### config.mk
export PLATFORM = sky130hd
export DESIGN_NAME = key_event_ring_queue_flat
export DESIGN_NICKNAME = d
export VERILOG_FILES = /design/src/hw/rtl/kerq_pkg.sv /design/src/hw/rtl/kerq_if.sv /design/src/hw/rtl/key_event_ring_queue.sv /design/src/flat_wrapper.sv
export SDC_FILE = /design/constraint.sdc
export NUM_CORES = 2
export LEC_CHECK = 0
export BUFFER_PORTS_ARGS = -buffer_cell sky130_fd_sc_hd__buf_2
export CAP_MARGIN = 20
export CORE_ASPECT_RATIO = 1.25
export CORE_MARGIN = 4
export CORE_UTILIZATION = 60
export DETAILED_ROUTE_END_ITERATION = 6
export PLACE_DENSITY = 0.72
export SLEW_MARGIN = 40
export SYNTH_ARGS = -nofsm -noshare
export SYNTH_HDL_FRONTEND = slang
export SYNTH_SLANG_ARGS = --single-unit
### constraint.sdc
create_clock -name clk -period 21.7 [get_ports clk]
set_input_delay 3.255 -clock clk [delete_from_list [all_inputs] [get_ports clk]]
set_output_delay 3.255 -clock clk [all_outputs]
set_load 0.05 [all_outputs]
### src/hw/rtl/kerq_pkg.sv
// ----------------------------------------------------------------------------
// kerq_pkg: shared types and constants of the key event ring queue
// Transaction payloads, action and register codes, state encoding.
// ----------------------------------------------------------------------------
package kerq_pkg;

	localparam int KERQ_DEPTH      = 256;
	localparam int KERQ_ENTRY_BITS = 16;

	localparam int CFG_IDX_BITS  = 2;
	localparam int CFG_DATA_BITS = 8;

	// register indexes of the configuration port
	localparam logic [CFG_IDX_BITS-1:0] REG_LEFT_CODE   = 2'd0;
	localparam logic [CFG_IDX_BITS-1:0] REG_MIDDLE_CODE = 2'd1;
	localparam logic [CFG_IDX_BITS-1:0] REG_RIGHT_CODE  = 2'd2;

	localparam logic [7:0] LEFT_CODE_RST   = 8'd1;
	localparam logic [7:0] MIDDLE_CODE_RST = 8'd4;
	localparam logic [7:0] RIGHT_CODE_RST  = 8'd2;

	// mouse button numbers
	localparam logic [2:0] BTN_LEFT   = 3'd1;
	localparam logic [2:0] BTN_MIDDLE = 3'd2;
	localparam logic [2:0] BTN_RIGHT  = 3'd3;

	typedef enum logic [1:0] {
		ACT_KEY   = 2'd0,
		ACT_CLICK = 2'd1,
		ACT_POP   = 2'd2,
		ACT_CLEAR = 2'd3
	} kerq_action_t;

	typedef struct packed {
		kerq_action_t action;
		logic [7:0]   scancode;
		logic [2:0]   button;
		logic         release_req;
		logic         shift_held;
		logic         ctrl_held;
		logic         alt_held;
		logic [15:0]  pos_x;
		logic [15:0]  pos_y;
	} kerq_req_t;

	typedef struct packed {
		logic        accepted;
		logic [15:0] key_word;
		logic [15:0] click_x;
		logic [15:0] click_y;
		logic        is_click;
		logic        pending;
		logic [15:0] head_word;
	} kerq_rsp_t;

	typedef enum logic [3:0] {
		ST_IDLE,
		ST_PUSH_KEY,
		ST_PUSH_X,
		ST_PUSH_Y,
		ST_POP_RD,
		ST_POP_CHK,
		ST_POP_X,
		ST_POP_Y,
		ST_HEAD_RD,
		ST_RESULT
	} kerq_state_t;

endpackage

### src/hw/rtl/kerq_if.sv
// ----------------------------------------------------------------------------
// kerq_if: valid/ready channels of the key event ring queue
// One interface for the request side, one for the response side.
// ----------------------------------------------------------------------------
interface kerq_req_if;
	import kerq_pkg::*;

	logic      valid;
	logic      ready;
	kerq_req_t data;

	modport source (output valid, output data, input ready);
	modport sink (input valid, input data, output ready);
endinterface

interface kerq_rsp_if;
	import kerq_pkg::*;

	logic      valid;
	logic      ready;
	kerq_rsp_t data;

	modport source (output valid, output data, input ready);
	modport sink (input valid, input data, output ready);
endinterface

### src/hw/rtl/key_event_ring_queue.sv
// ----------------------------------------------------------------------------
// key_event_ring_queue: ring queue of key events and mouse clicks
// Key words and click triples live in one single-port synchronous memory;
// a small sequencer pushes, pops and reads back the head word.
// ----------------------------------------------------------------------------
// channel  dir  kind          contents
// req      in   valid/ready   action, scancode, button, modifiers, x, y
// rsp      out  valid/ready   accepted, key_word, click x/y, is_click,
//                             pending, head_word
// cfg      in   write only    cfg_we, cfg_index, cfg_data (button codes)
//
// transaction steps: key push writes the key word, click push then writes x
//   and y, pop reads the head word and, for a click, x and y; every memory
//   access uses the single port; all but an empty pop end in a head read-back
// reset clears indexes and held coordinates and loads default button codes; the memory
//   content is not cleared, so no clearing pass is needed
// req is taken only in idle; a response waiting in the output register
//   does not block the next request, only the result load of that request
// ----------------------------------------------------------------------------
module key_event_ring_queue #(
	parameter int QUEUE_DEPTH = kerq_pkg::KERQ_DEPTH,
	parameter int ENTRY_BITS  = kerq_pkg::KERQ_ENTRY_BITS
) (
	input  logic                               clk,
	input  logic                               arst_n,
	kerq_req_if.sink                           req,
	kerq_rsp_if.source                         rsp,
	input  logic                               cfg_we,
	input  logic [kerq_pkg::CFG_IDX_BITS-1:0]  cfg_index,
	input  logic [kerq_pkg::CFG_DATA_BITS-1:0] cfg_data
);
	import kerq_pkg::*;

	localparam int IDX_BITS = $clog2(QUEUE_DEPTH);

	// index step with wrap, valid for any depth of at least four
	function automatic logic [IDX_BITS-1:0] wrap_add(input logic [IDX_BITS-1:0] idx,
			input logic [1:0] step);
		logic [IDX_BITS:0] sum;
		sum = {1'b0, idx} + (IDX_BITS+1)'(step);
		if (sum >= (IDX_BITS+1)'(QUEUE_DEPTH)) begin
			sum = sum - (IDX_BITS+1)'(QUEUE_DEPTH);
		end
		return sum[IDX_BITS-1:0];
	endfunction

	// state and registers
	kerq_state_t state_q, state_d;

	kerq_req_t               cmd_q;           // transaction under work
	logic [IDX_BITS-1:0]     rd_q, wr_q;      // queue head and tail
	logic [15:0]             held_x_q, held_y_q;
	logic                    acc_q, is_click_q;
	logic [15:0]             key_word_q;
	logic [7:0]              left_code_q, middle_code_q, right_code_q;
	logic                    out_valid_q;
	kerq_rsp_t               out_data_q;

	// queue memory, one port, registered read data
	logic [ENTRY_BITS-1:0]   mem_q [QUEUE_DEPTH];
	logic [ENTRY_BITS-1:0]   rd_data_q;
	logic                    mem_we, mem_re;
	logic [IDX_BITS-1:0]     mem_addr;
	logic [ENTRY_BITS-1:0]   mem_wdata;

	// key word built from the transaction under work
	logic [7:0]              btn_code;
	logic                    btn_known;
	logic [7:0]              code;
	logic                    code_is_mouse;
	logic [11:0]             word12;
	logic                    word_nz;
	logic [IDX_BITS-1:0]     wr_next;
	logic                    full;
	logic                    head_is_mouse;
	logic                    pending;
	logic                    rsp_load;

	always_comb begin
		case (cmd_q.button)
			BTN_LEFT: begin
				btn_code  = left_code_q;
				btn_known = 1'b1;
			end
			BTN_MIDDLE: begin
				btn_code  = middle_code_q;
				btn_known = 1'b1;
			end
			BTN_RIGHT: begin
				btn_code  = right_code_q;
				btn_known = 1'b1;
			end
			default: begin
				btn_code  = 8'd0;
				btn_known = 1'b0;
			end
		endcase
	end

	assign code          = (cmd_q.action == ACT_KEY) ? cmd_q.scancode : btn_code;
	assign code_is_mouse = (code == left_code_q) || (code == middle_code_q) ||
		(code == right_code_q);
	// release at bit 11, alt 10, ctrl 9, shift 8; modifiers dropped on mouse codes
	assign word12  = {cmd_q.release_req,
		code_is_mouse ? 3'b000 : {cmd_q.alt_held, cmd_q.ctrl_held, cmd_q.shift_held},
		code};
	assign word_nz = |word12;

	// one slot stays free so that full and empty differ
	assign wr_next = wrap_add(wr_q, 2'd1);
	assign full    = (wr_next == rd_q);

	assign head_is_mouse = (rd_data_q[7:0] == left_code_q) ||
		(rd_data_q[7:0] == middle_code_q) || (rd_data_q[7:0] == right_code_q);

	assign pending  = (rd_q != wr_q);
	assign rsp_load = (state_q == ST_RESULT) && (!out_valid_q || rsp.ready);

	assign req.ready = (state_q == ST_IDLE);
	assign rsp.valid = out_valid_q;
	assign rsp.data  = out_data_q;

	// sequencer: next state and memory port control
	always_comb begin
		state_d   = state_q;
		mem_we    = 1'b0;
		mem_re    = 1'b0;
		mem_addr  = wr_q;
		mem_wdata = '0;
		case (state_q)
			ST_IDLE: begin
				if (req.valid) begin
					case (req.data.action)
						ACT_KEY:   state_d = ST_PUSH_KEY;
						ACT_CLICK: state_d = ST_PUSH_KEY;
						ACT_POP:   state_d = ST_POP_RD;
						default:   state_d = ST_HEAD_RD;
					endcase
				end
			end
			ST_PUSH_KEY: begin
				// unknown buttons push nothing at all
				if (cmd_q.action == ACT_CLICK && !btn_known) begin
					state_d = ST_HEAD_RD;
				end else begin
					mem_wdata = ENTRY_BITS'(word12);
					mem_we    = word_nz && !full;
					state_d   = (cmd_q.action == ACT_CLICK) ? ST_PUSH_X : ST_HEAD_RD;
				end
			end
			ST_PUSH_X: begin
				mem_wdata = ENTRY_BITS'(cmd_q.pos_x);
				mem_we    = !full;
				state_d   = ST_PUSH_Y;
			end
			ST_PUSH_Y: begin
				mem_wdata = ENTRY_BITS'(cmd_q.pos_y);
				mem_we    = !full;
				state_d   = ST_HEAD_RD;
			end
			ST_POP_RD: begin
				if (!pending) begin
					state_d = ST_RESULT;
				end else begin
					mem_re   = 1'b1;
					mem_addr = rd_q;
					state_d  = ST_POP_CHK;
				end
			end
			ST_POP_CHK: begin
				if (head_is_mouse) begin
					mem_re   = 1'b1;
					mem_addr = wrap_add(rd_q, 2'd1);
					state_d  = ST_POP_X;
				end else begin
					state_d = ST_HEAD_RD;
				end
			end
			ST_POP_X: begin
				mem_re   = 1'b1;
				mem_addr = wrap_add(rd_q, 2'd2);
				state_d  = ST_POP_Y;
			end
			ST_POP_Y: begin
				state_d = ST_HEAD_RD;
			end
			ST_HEAD_RD: begin
				mem_re   = pending;
				mem_addr = rd_q;
				state_d  = ST_RESULT;
			end
			ST_RESULT: begin
				if (rsp_load) begin
					state_d = ST_IDLE;
				end
			end
			default: begin
				state_d = ST_IDLE;
			end
		endcase
	end

	always_ff @(posedge clk or negedge arst_n) begin
		if (!arst_n) begin
			state_q <= ST_IDLE;
		end else begin
			state_q <= state_d;
		end
	end

	// queue memory
	always_ff @(posedge clk) begin
		if (mem_we) begin
			mem_q[mem_addr] <= mem_wdata;
		end
		if (mem_re) begin
			rd_data_q <= mem_q[mem_addr];
		end
	end

	// transaction capture
	always_ff @(posedge clk) begin
		if (req.valid && req.ready) begin
			cmd_q <= req.data;
		end
	end

	// queue indexes, held coordinates, per-transaction flags
	always_ff @(posedge clk or negedge arst_n) begin
		if (!arst_n) begin
			rd_q       <= '0;
			wr_q       <= '0;
			held_x_q   <= '0;
			held_y_q   <= '0;
			acc_q      <= 1'b0;
			is_click_q <= 1'b0;
			key_word_q <= '0;
		end else begin
			case (state_q)
				ST_IDLE: begin
					if (req.valid) begin
						acc_q      <= 1'b0;
						is_click_q <= 1'b0;
						key_word_q <= '0;
						if (req.data.action == ACT_CLEAR) begin
							rd_q <= wr_q;
						end
					end
				end
				ST_PUSH_KEY: begin
					acc_q <= mem_we;
					if (mem_we) begin
						wr_q <= wr_next;
					end
				end
				ST_PUSH_X, ST_PUSH_Y: begin
					if (mem_we) begin
						wr_q <= wr_next;
					end
				end
				ST_POP_CHK: begin
					acc_q      <= 1'b1;
					key_word_q <= 16'(rd_data_q);
					if (head_is_mouse) begin
						is_click_q <= 1'b1;
					end else begin
						rd_q <= wrap_add(rd_q, 2'd1);
					end
				end
				ST_POP_X: begin
					held_x_q <= 16'(rd_data_q);
				end
				ST_POP_Y: begin
					held_y_q <= 16'(rd_data_q);
					rd_q     <= wrap_add(rd_q, 2'd3);
				end
				default: begin
				end
			endcase
		end
	end

	// button code registers
	always_ff @(posedge clk or negedge arst_n) begin
		if (!arst_n) begin
			left_code_q   <= LEFT_CODE_RST;
			middle_code_q <= MIDDLE_CODE_RST;
			right_code_q  <= RIGHT_CODE_RST;
		end else if (cfg_we) begin
			case (cfg_index)
				REG_LEFT_CODE:   left_code_q   <= cfg_data;
				REG_MIDDLE_CODE: middle_code_q <= cfg_data;
				REG_RIGHT_CODE:  right_code_q  <= cfg_data;
				default: begin
				end
			endcase
		end
	end

	// output register
	always_ff @(posedge clk or negedge arst_n) begin
		if (!arst_n) begin
			out_valid_q <= 1'b0;
		end else if (rsp_load) begin
			out_valid_q <= 1'b1;
		end else if (rsp.ready) begin
			out_valid_q <= 1'b0;
		end
	end

	always_ff @(posedge clk) begin
		if (rsp_load) begin
			out_data_q.accepted  <= acc_q;
			out_data_q.key_word  <= key_word_q;
			out_data_q.click_x   <= held_x_q;
			out_data_q.click_y   <= held_y_q;
			out_data_q.is_click  <= is_click_q;
			out_data_q.pending   <= pending;
			out_data_q.head_word <= pending ? 16'(rd_data_q) : 16'd0;
		end
	end

endmodule

### src/flat_wrapper.sv
// flat-port wrapper written by rule: the top's interface ports become plain ports
module key_event_ring_queue_flat import kerq_pkg::*;
#(
	parameter int QUEUE_DEPTH = kerq_pkg::KERQ_DEPTH,
	parameter int ENTRY_BITS  = kerq_pkg::KERQ_ENTRY_BITS
)
  (clk, arst_n, cfg_we, cfg_index, cfg_data, req_valid, req_data, req_ready, rsp_valid, rsp_data, rsp_ready);
  kerq_req_if req_i ();
  kerq_rsp_if rsp_i ();
  input  logic clk;
  input  logic arst_n;
  input  logic cfg_we;
  input  logic [kerq_pkg::CFG_IDX_BITS-1:0] cfg_index;
  input  logic [kerq_pkg::CFG_DATA_BITS-1:0] cfg_data;
  input wire logic [$bits(req_i.valid)-1:0] req_valid;
  input wire logic [$bits(req_i.data)-1:0] req_data;
  output wire logic [$bits(req_i.ready)-1:0] req_ready;
  output wire logic [$bits(rsp_i.valid)-1:0] rsp_valid;
  output wire logic [$bits(rsp_i.data)-1:0] rsp_data;
  input wire logic [$bits(rsp_i.ready)-1:0] rsp_ready;
  assign req_i.valid = req_valid;
  assign req_i.data = req_data;
  assign req_ready = req_i.ready;
  assign rsp_valid = rsp_i.valid;
  assign rsp_data = rsp_i.data;
  assign rsp_i.ready = rsp_ready;
  key_event_ring_queue #(.QUEUE_DEPTH(QUEUE_DEPTH), .ENTRY_BITS(ENTRY_BITS)) u_core (.clk(clk), .arst_n(arst_n), .req(req_i), .rsp(rsp_i), .cfg_we(cfg_we), .cfg_index(cfg_index), .cfg_data(cfg_data));
endmodule
# Word-level counts from Yosys, hierarchy flattened
# Memories as Yosys holds them, arrays and structs flattened. A register that Yosys moved wholly into a read port is not among the register bits.
# Index checks and enable logic that the tools add are counted.
totals:
  output_inout_bits: 69
  in_bits: 64
  elab_cells: 147
  ramBits: 4096
  memories: 1
  regBits: 211
classes:
  n_eq_ne: 31
  addsub: 8
  mux: 40
  n_reduce_logical: 35
  order_cmp: 4
memory_table:
  columns: ["memory", "words", "width", "read_ports", "rd_ports_with_merged_regs", "wr", "line_no", "rtl"]
  rows:
  - ["u_core.mem_q", 256, 16, 1, 1, 1, "key_event_ring_queue.sv:60", "logic [ENTRY_BITS-1:0] mem_q [QUEUE_DEPTH];"]
op_table:
  columns: ["operator", "count"]
  rows:
  - ["two-way mux 8 bit", 10]
  - ["== test 8 bit", 7]
  - ["one-hot mux 16 bit (3 select lines)", 1]
  - ["one-hot mux 8 bit (3 select lines)", 2]
  - ["greater-or-equal comparator 9 bit (second input constant)", 4]
  - ["one-hot mux 4 bit (9 select lines)", 1]
  - ["one-hot mux 16 bit (2 select lines)", 1]
  - ["one-hot mux 8 bit (4 select lines)", 1]
  - ["subtractor 8 x 1 -> 8 bit (second input constant)", 4]
  - ["two-way mux 4 bit", 6]
  - ["adder 8 x 1 -> 9 bit (second input constant)", 2]
  - ["adder 8 x 2 -> 9 bit (second input constant)", 2]
  - ["== test 4 x 3 -> 1 bit (second input constant)", 4]
  - ["two-way mux 16 bit", 1]
  - ["AND reduction 2 bit", 7]
  - ["two-way mux 12 bit", 1]
  - ["OR reduction 12 bit", 1]
  - ["two-way mux 1 bit", 10]
  - ["== test 4 x 2 -> 1 bit (second input constant)", 2]
  - ["== test 4 bit (second input constant)", 2]
  - ["!= test 8 bit", 1]
  - ["one-hot mux 4 bit (2 select lines)", 1]
  - ["== test 2 x 1 -> 1 bit (second input constant)", 3]
  - ["== test 2 bit (second input constant)", 3]
  - ["20 further kinds", 41]

# Logic depth before layout (Yosys ltp)
depth:
  depth_word: 13
  depth_mapped: 19
  mapped_depth_nobuf: 13

# Worst setup path after synthesis
# Ideal clock, no wire load.
synth_timing:
  kind: "register to register"
  startpoint: "register u_core.cmd_q[36] in the netlist's numbering"
  endpoint: "memory u_core.mem_q[0][10] in the netlist's numbering (data pin)"
  path_buffers: 1
  setup_ns: 1.585
  t_required_ns: 20.115
  path_slack_ns: 11.628
  synth_period_minus_slack_ns: 10.072
  arrival_ns: 8.487
  stages_incl_launch_ff: 10
  path_cell_list: "edfxtp_1 > buf_2 > mux2_1 > a22o_1 > a22oi_1 > xnor2_1 > nor4_1 > nand2_1 > nand4b_1 > o22ai_1"
synth_between:
  elab_chain_len: 9
  elab_cells_between_ends: 17
  cone_classes: "eq/ne (6); mux (6); reduce/logical (5)"
synth_rtl:
  columns: ["element", "line_no", "rtl"]
  rows:
  - ["start: declaration", "key_event_ring_queue.sv:50", "kerq_req_t cmd_q;"]
  - ["start signal: assignment", "key_event_ring_queue.sv:224", "cmd_q <= req.data;"]
  - ["== test 3 x 2 -> 1 bit / == test 3 x 1 -> 1 bit (equally long branches)", "key_event_ring_queue.sv:80", "case (cmd_q.button)"]
  - ["one-hot mux 8 bit (3 select lines)", "key_event_ring_queue.sv:80", null]
  - ["two-way mux 8 bit", "key_event_ring_queue.sv:100", "assign code = (cmd_q.action == ACT_KEY) ? cmd_q.scancode : btn_code;"]
  - ["== test 8 bit", "key_event_ring_queue.sv:101", "assign code_is_mouse = (code == left_code_q) || (code == middle_code_q) ||"]
  - ["logical OR 1 bit (2 in a row)", "key_event_ring_queue.sv:101", null]
  - ["two-way mux 3 bit", "key_event_ring_queue.sv:105", "code_is_mouse ? 3'b000 : {cmd_q.alt_held, cmd_q.ctrl_held, cmd_q.shift_held},"]
  - ["two-way mux 12 bit *", "key_event_ring_queue.sv:143", "if (cmd_q.action == ACT_CLICK && !btn_known) begin"]
  - ["one-hot mux 16 bit (3 select lines) *", "key_event_ring_queue.sv:130", "case (state_q)"]
  - ["net u_core.mem_wdata[10]", "key_event_ring_queue.sv:64", "logic [ENTRY_BITS-1:0] mem_wdata;"]
  - ["end: declaration", "key_event_ring_queue.sv:60", null]
# The timed path passes the listed nets; every way through them passes the cells marked *.

# Worst setup path after layout
layout_timing:
  startpoint: "register u_core.state_q[2]"
  endpoint: "register u_core.rd_data_q[6] (read register of u_core.mem_q) (data pin)"
layout_between:
  elab_chain_len: 2
  elab_cells_between_ends: 6
  cone_classes: "eq/ne (4); mux (2)"
layout_rtl:
  columns: ["element", "line_no", "rtl"]
  rows:
  - ["start: declaration", "key_event_ring_queue.sv:48", "kerq_state_t state_q, state_d;"]
  - ["start signal: assignment", "key_event_ring_queue.sv:207", "state_q <= state_d;"]
  - ["== test 4 bit / == test 4 x 3 -> 1 bit (equally long branches)", "key_event_ring_queue.sv:130", null]
  - ["one-hot mux 8 bit (4 select lines) / one-hot mux 1 bit (4 select lines) (equally long branches)", "key_event_ring_queue.sv:130", null]
  - ["end: declaration", "key_event_ring_queue.sv:61", "logic [ENTRY_BITS-1:0] rd_data_q;"]
# Parallel ways exist; a longest one is shown, timed or not.
# A chain may end at the register's enable or synchronous reset.

==> summary.txt <==
Power
  • Maximum vdd drop: 177 uV
  • Pwr dens: 138 nW/um^2
  • Leak: 64.9 nW

Clock tree
  • Num Clock Sinks: 4323
  • CTS root buf: clkbuf_16
  • Post-CTS Resized: 0
  • Cts hold-fix bufs: 0
  • Skew-Pair Late Insertion Delay: 0.95 ns
  • CTS tree: done
  • Total CTS buffers: 399
  • Clock transition at path regs: roughly 0.060 ns
  • Setup bufs post-CTS: 0
  • CTS H-tree lvls: 5
  • Max clock buf depth: 4

STA
  • Fin crit share: 0.380
  • Final max-slew violation count: 0
  • Fmax: 121 MHz
  • Final worst slack: 13.44 ns
  • Skew final: 0.0850 ns
  • RSZ-0062 raised after global routing: false
  • Rel. slew slack: 0.343
  • Fin Setup TNS: 0 ns
  • Final Hold Violating Endpoints: 0
  • Worst Tran Pin Value: 0.976 ns
  • Setup-violating endpoint count in the final report: 0
  • Hold WS: 0.436 ns
  • Final min period: 8.26 ns

Global route
  • Largest net degree at the start of global routing: 179
  • Total Routing Usage GR: 0.328
  • Initial antenna violation count: 20
  • First-pass GRT wire length: 709000 um
  • Vias in the first global route: 105k
  • Global route overflow: 0

Drt
  • Via count: 110k
  • Vias per cell: 6.64
  • Starting DRT DRC Count: ~17k
  • ANT nets after route: 0
  • Routed WL: approximately 500000 um
  • WL per Instance: 29.8 um
  • Drt pass-1 iters: 7
  • DRC Markers: 5

Placement
  • DP HPWL: 279000 um
  • Inst Count DP: around 16k
  • Gpl congestion: 0.889
  • Dpl ws: approximately 14 ns
  • PortBufs: roughly 130

Synth
  • Top cell type's share of synthesized area: 0.745
  • Top FF cell, synth: edfxtp_1
  • Synthesized net count: approximately 12k
  • Synth cell count leaders: edfxtp_1, nand2_1, nand3_1
  • Syn Inst Count: between 10k and 15k
  • Distinct cells, synth: 76
  • Cell with the most instances after synthesis: edfxtp_1
  • Synth area leaders: edfxtp_1, nand2_1, nand3_1
  • Ys async rst share: 0.0220
  • Post-synth EDFFs: 4228
  • FF+latch count, synth: roughly 4.3k
  • Synth area leader: edfxtp_1
  • Seq/Total Area, Yosys: 0.759
  • Synthesized area: 170000 sq um
  • Ys Warns: 0
  • Syn Area/Cell: 13.9 sq um

Layout
  • Register area: 129000 sq um
  • Multi-input gate area: 38100 sq um
  • Area delta synth->final: 11.6%
  • Fin cells: 16.5k
  • Layout cell share with drive strength beyond 1: 0.114
  • Fillcell total: 18.7k
  • Layout Nets: about 13k

Floorplan
  • Die H: 604 um
  • Core Rows: 218
  • Core Box Area: around 280000 sq um
  • I/O pin count: 133
  • Die W: just under 500 um
  • Die ar.: 293000 sq um
  • Starting density of the core: 0.603

Hold path
  • HP Start: u_core.held_x_q[1]$_DFFE_PN0P_
  • Worst hold-check path type: reg -> reg

Setup path
  • Worst EP arrival: 8.89 ns
  • Max Fanout on Critical Path: 62
  • Crit path from: u_core.state_q[2]$_DFFE_PN0P_
  • CP Capture Type: flop
  • Worst EP required: approximately 22 ns
  • CP startpoint kind: flop
  • Critical path class: reg -> reg
  • Reg2reg start: u_core.state_q[2]$_DFFE_PN0P_

Outcome
  • Status: complete, but fails checks
  • Failing checks: design-rule violations

Run
  • Max Cap Viol: 0
through the flow:
step | util | instance area, sq um | total power (W)
6_report | 0.673 | 190000 | 0.0262
2_1_floorplan | - | 170000 | 0.0159
4_1_cts | 0.672 | 190000 | 0.0260
3_5_place_dp | 0.626 | 177000 | 0.0191
3_3_place_gp | 0.623 | 176000 | 0.0188
5_1_grt | 0.673 | 190000 | 0.0271
kinds of logic (layout without fill, tap and decap cells):
logic type	after synthesis	count (layout)	synth area share
and+or+nand+nor	5009	5009	0.127
buffers and inverters	880	1364	0.0237
muxes	311	311	0.0186
adders and majority gates	5	5	0.000367
other	0	19	0
AOI/OAI and AO/OA	1688	1688	0.0668
DFF	4323	4323	0.759
xor gates and xnor gates	70	70	0.00378
per-layer routing:
layer	global-route usage	vias to the layer above	part of all wire
met3	0.0740	1272	0.12
met5	0	-	0.00011
li1	-	46432	-
met4	0.185	8	0.064
met2	0.512	7490	0.46
met1	0.432	54520	0.35
layout by cell type (no fill, tap or decap), drive strengths merged, types with 28 or more instances in the layout:
cell type | Yosys | routed
edfxtp | 4228 | 4228
a31oi | 85 | 85
a32oi | 147 | 147
clkinv | 0 | 181
nor4 | 202 | 202
bufinv | 0 | 43
clkbuf | 358 | 480
o41ai | 64 | 64
dfrtp | 92 | 92
nand4 | 185 | 185
inv | 19 | 31
a211oi | 258 | 258
nand2 | 3244 | 3244
o21ai | 37 | 37
and3 | 257 | 257
xnor2 | 42 | 42
nor2 | 321 | 321
mux2i | 263 | 263
xor2 | 28 | 28
mux2 | 48 | 48
nor3 | 57 | 57
buf | 503 | 617
nand3 | 674 | 674
a311oi | 253 | 253
o22ai | 115 | 115
a21oi | 659 | 659
sequential cells by signal, summed over array words and instances (netlist names), 4 cells and up:
| register | flops |
|---|---|
| u_core.held_y_q | 16 |
| u_core.wr_q | 8 |
| u_core.key_word_q | 16 |
| u_core.rsp.data | 67 |
| u_core.rd_q | 8 |
| u_core.held_x_q | 16 |
| u_core.middle_code_q | 8 |
| u_core.state_q | 4 |
| u_core.rd_data_q | 16 |
| u_core.left_code_q | 8 |
| u_core.mem_q | 4096 |
| u_core.cmd_q | 49 |
| u_core.right_code_q | 8 |
final timing paths:
check | to | slack [ns] | depth (start not counted)
worst max-delay path | u_core.rd_data_q[6]$_DFFE_PP_ | 13.44 | 16
worst max register to register | u_core.rd_data_q[6]$_DFFE_PP_ | 13.44 | 16
max in group asynchronous | u_core.right_code_q[7]$_DFFE_PN0P_ | 18.42 | 2
min in group asynchronous | u_core.held_y_q[12]$_DFFE_PN0P_ | 2.29 | 1
worst min register to register | u_core.rsp.data[35]$_DFFE_PP_ | 0.44 | 0
worst min-delay path | u_core.rsp.data[35]$_DFFE_PP_ | 0.44 | 0
final cells by class:
| cell class | count | share of cell area |
|---|---|---|
| multi-input cells | 7083 | 0.200 |
| clock buffers | 477 | 0.0553 |
| repair buffers | 620 | 0.0266 |
| well taps | 3740 | 0.0246 |
| inverters | 19 | 0.000388 |
| flip-flops and latches | 4323 | 0.680 |
| diodes | 19 | 0.000250 |
| clock inverters | 248 | 0.0123 |
report_power, final:
part           switching (W)  internal [W]  total [W]
logic                0.00693       0.00237    0.00930
registers           0.000183       0.00972    0.00991
clock network        0.00302       0.00396    0.00698
critical path: stages (launching register included):
cell and delay (ns):
dfrtp_1 0.65, nor2b_1 0.66, nand2_2 0.57, a21oi_1 0.35
nand3_1 0.14, nand2_1 0.53, a221oi_4 0.11, buf_4 0.34
buf_4 0.35, nand2_8 0.52, buf_4 0.81, buf_4 0.70
a21oi_1 0.12, o41ai_1 0.63, nand3_1 0.36, nor3_1 0.84
nor4_2 0.10
No activity file was read; power rests on OpenSTA's default activity.
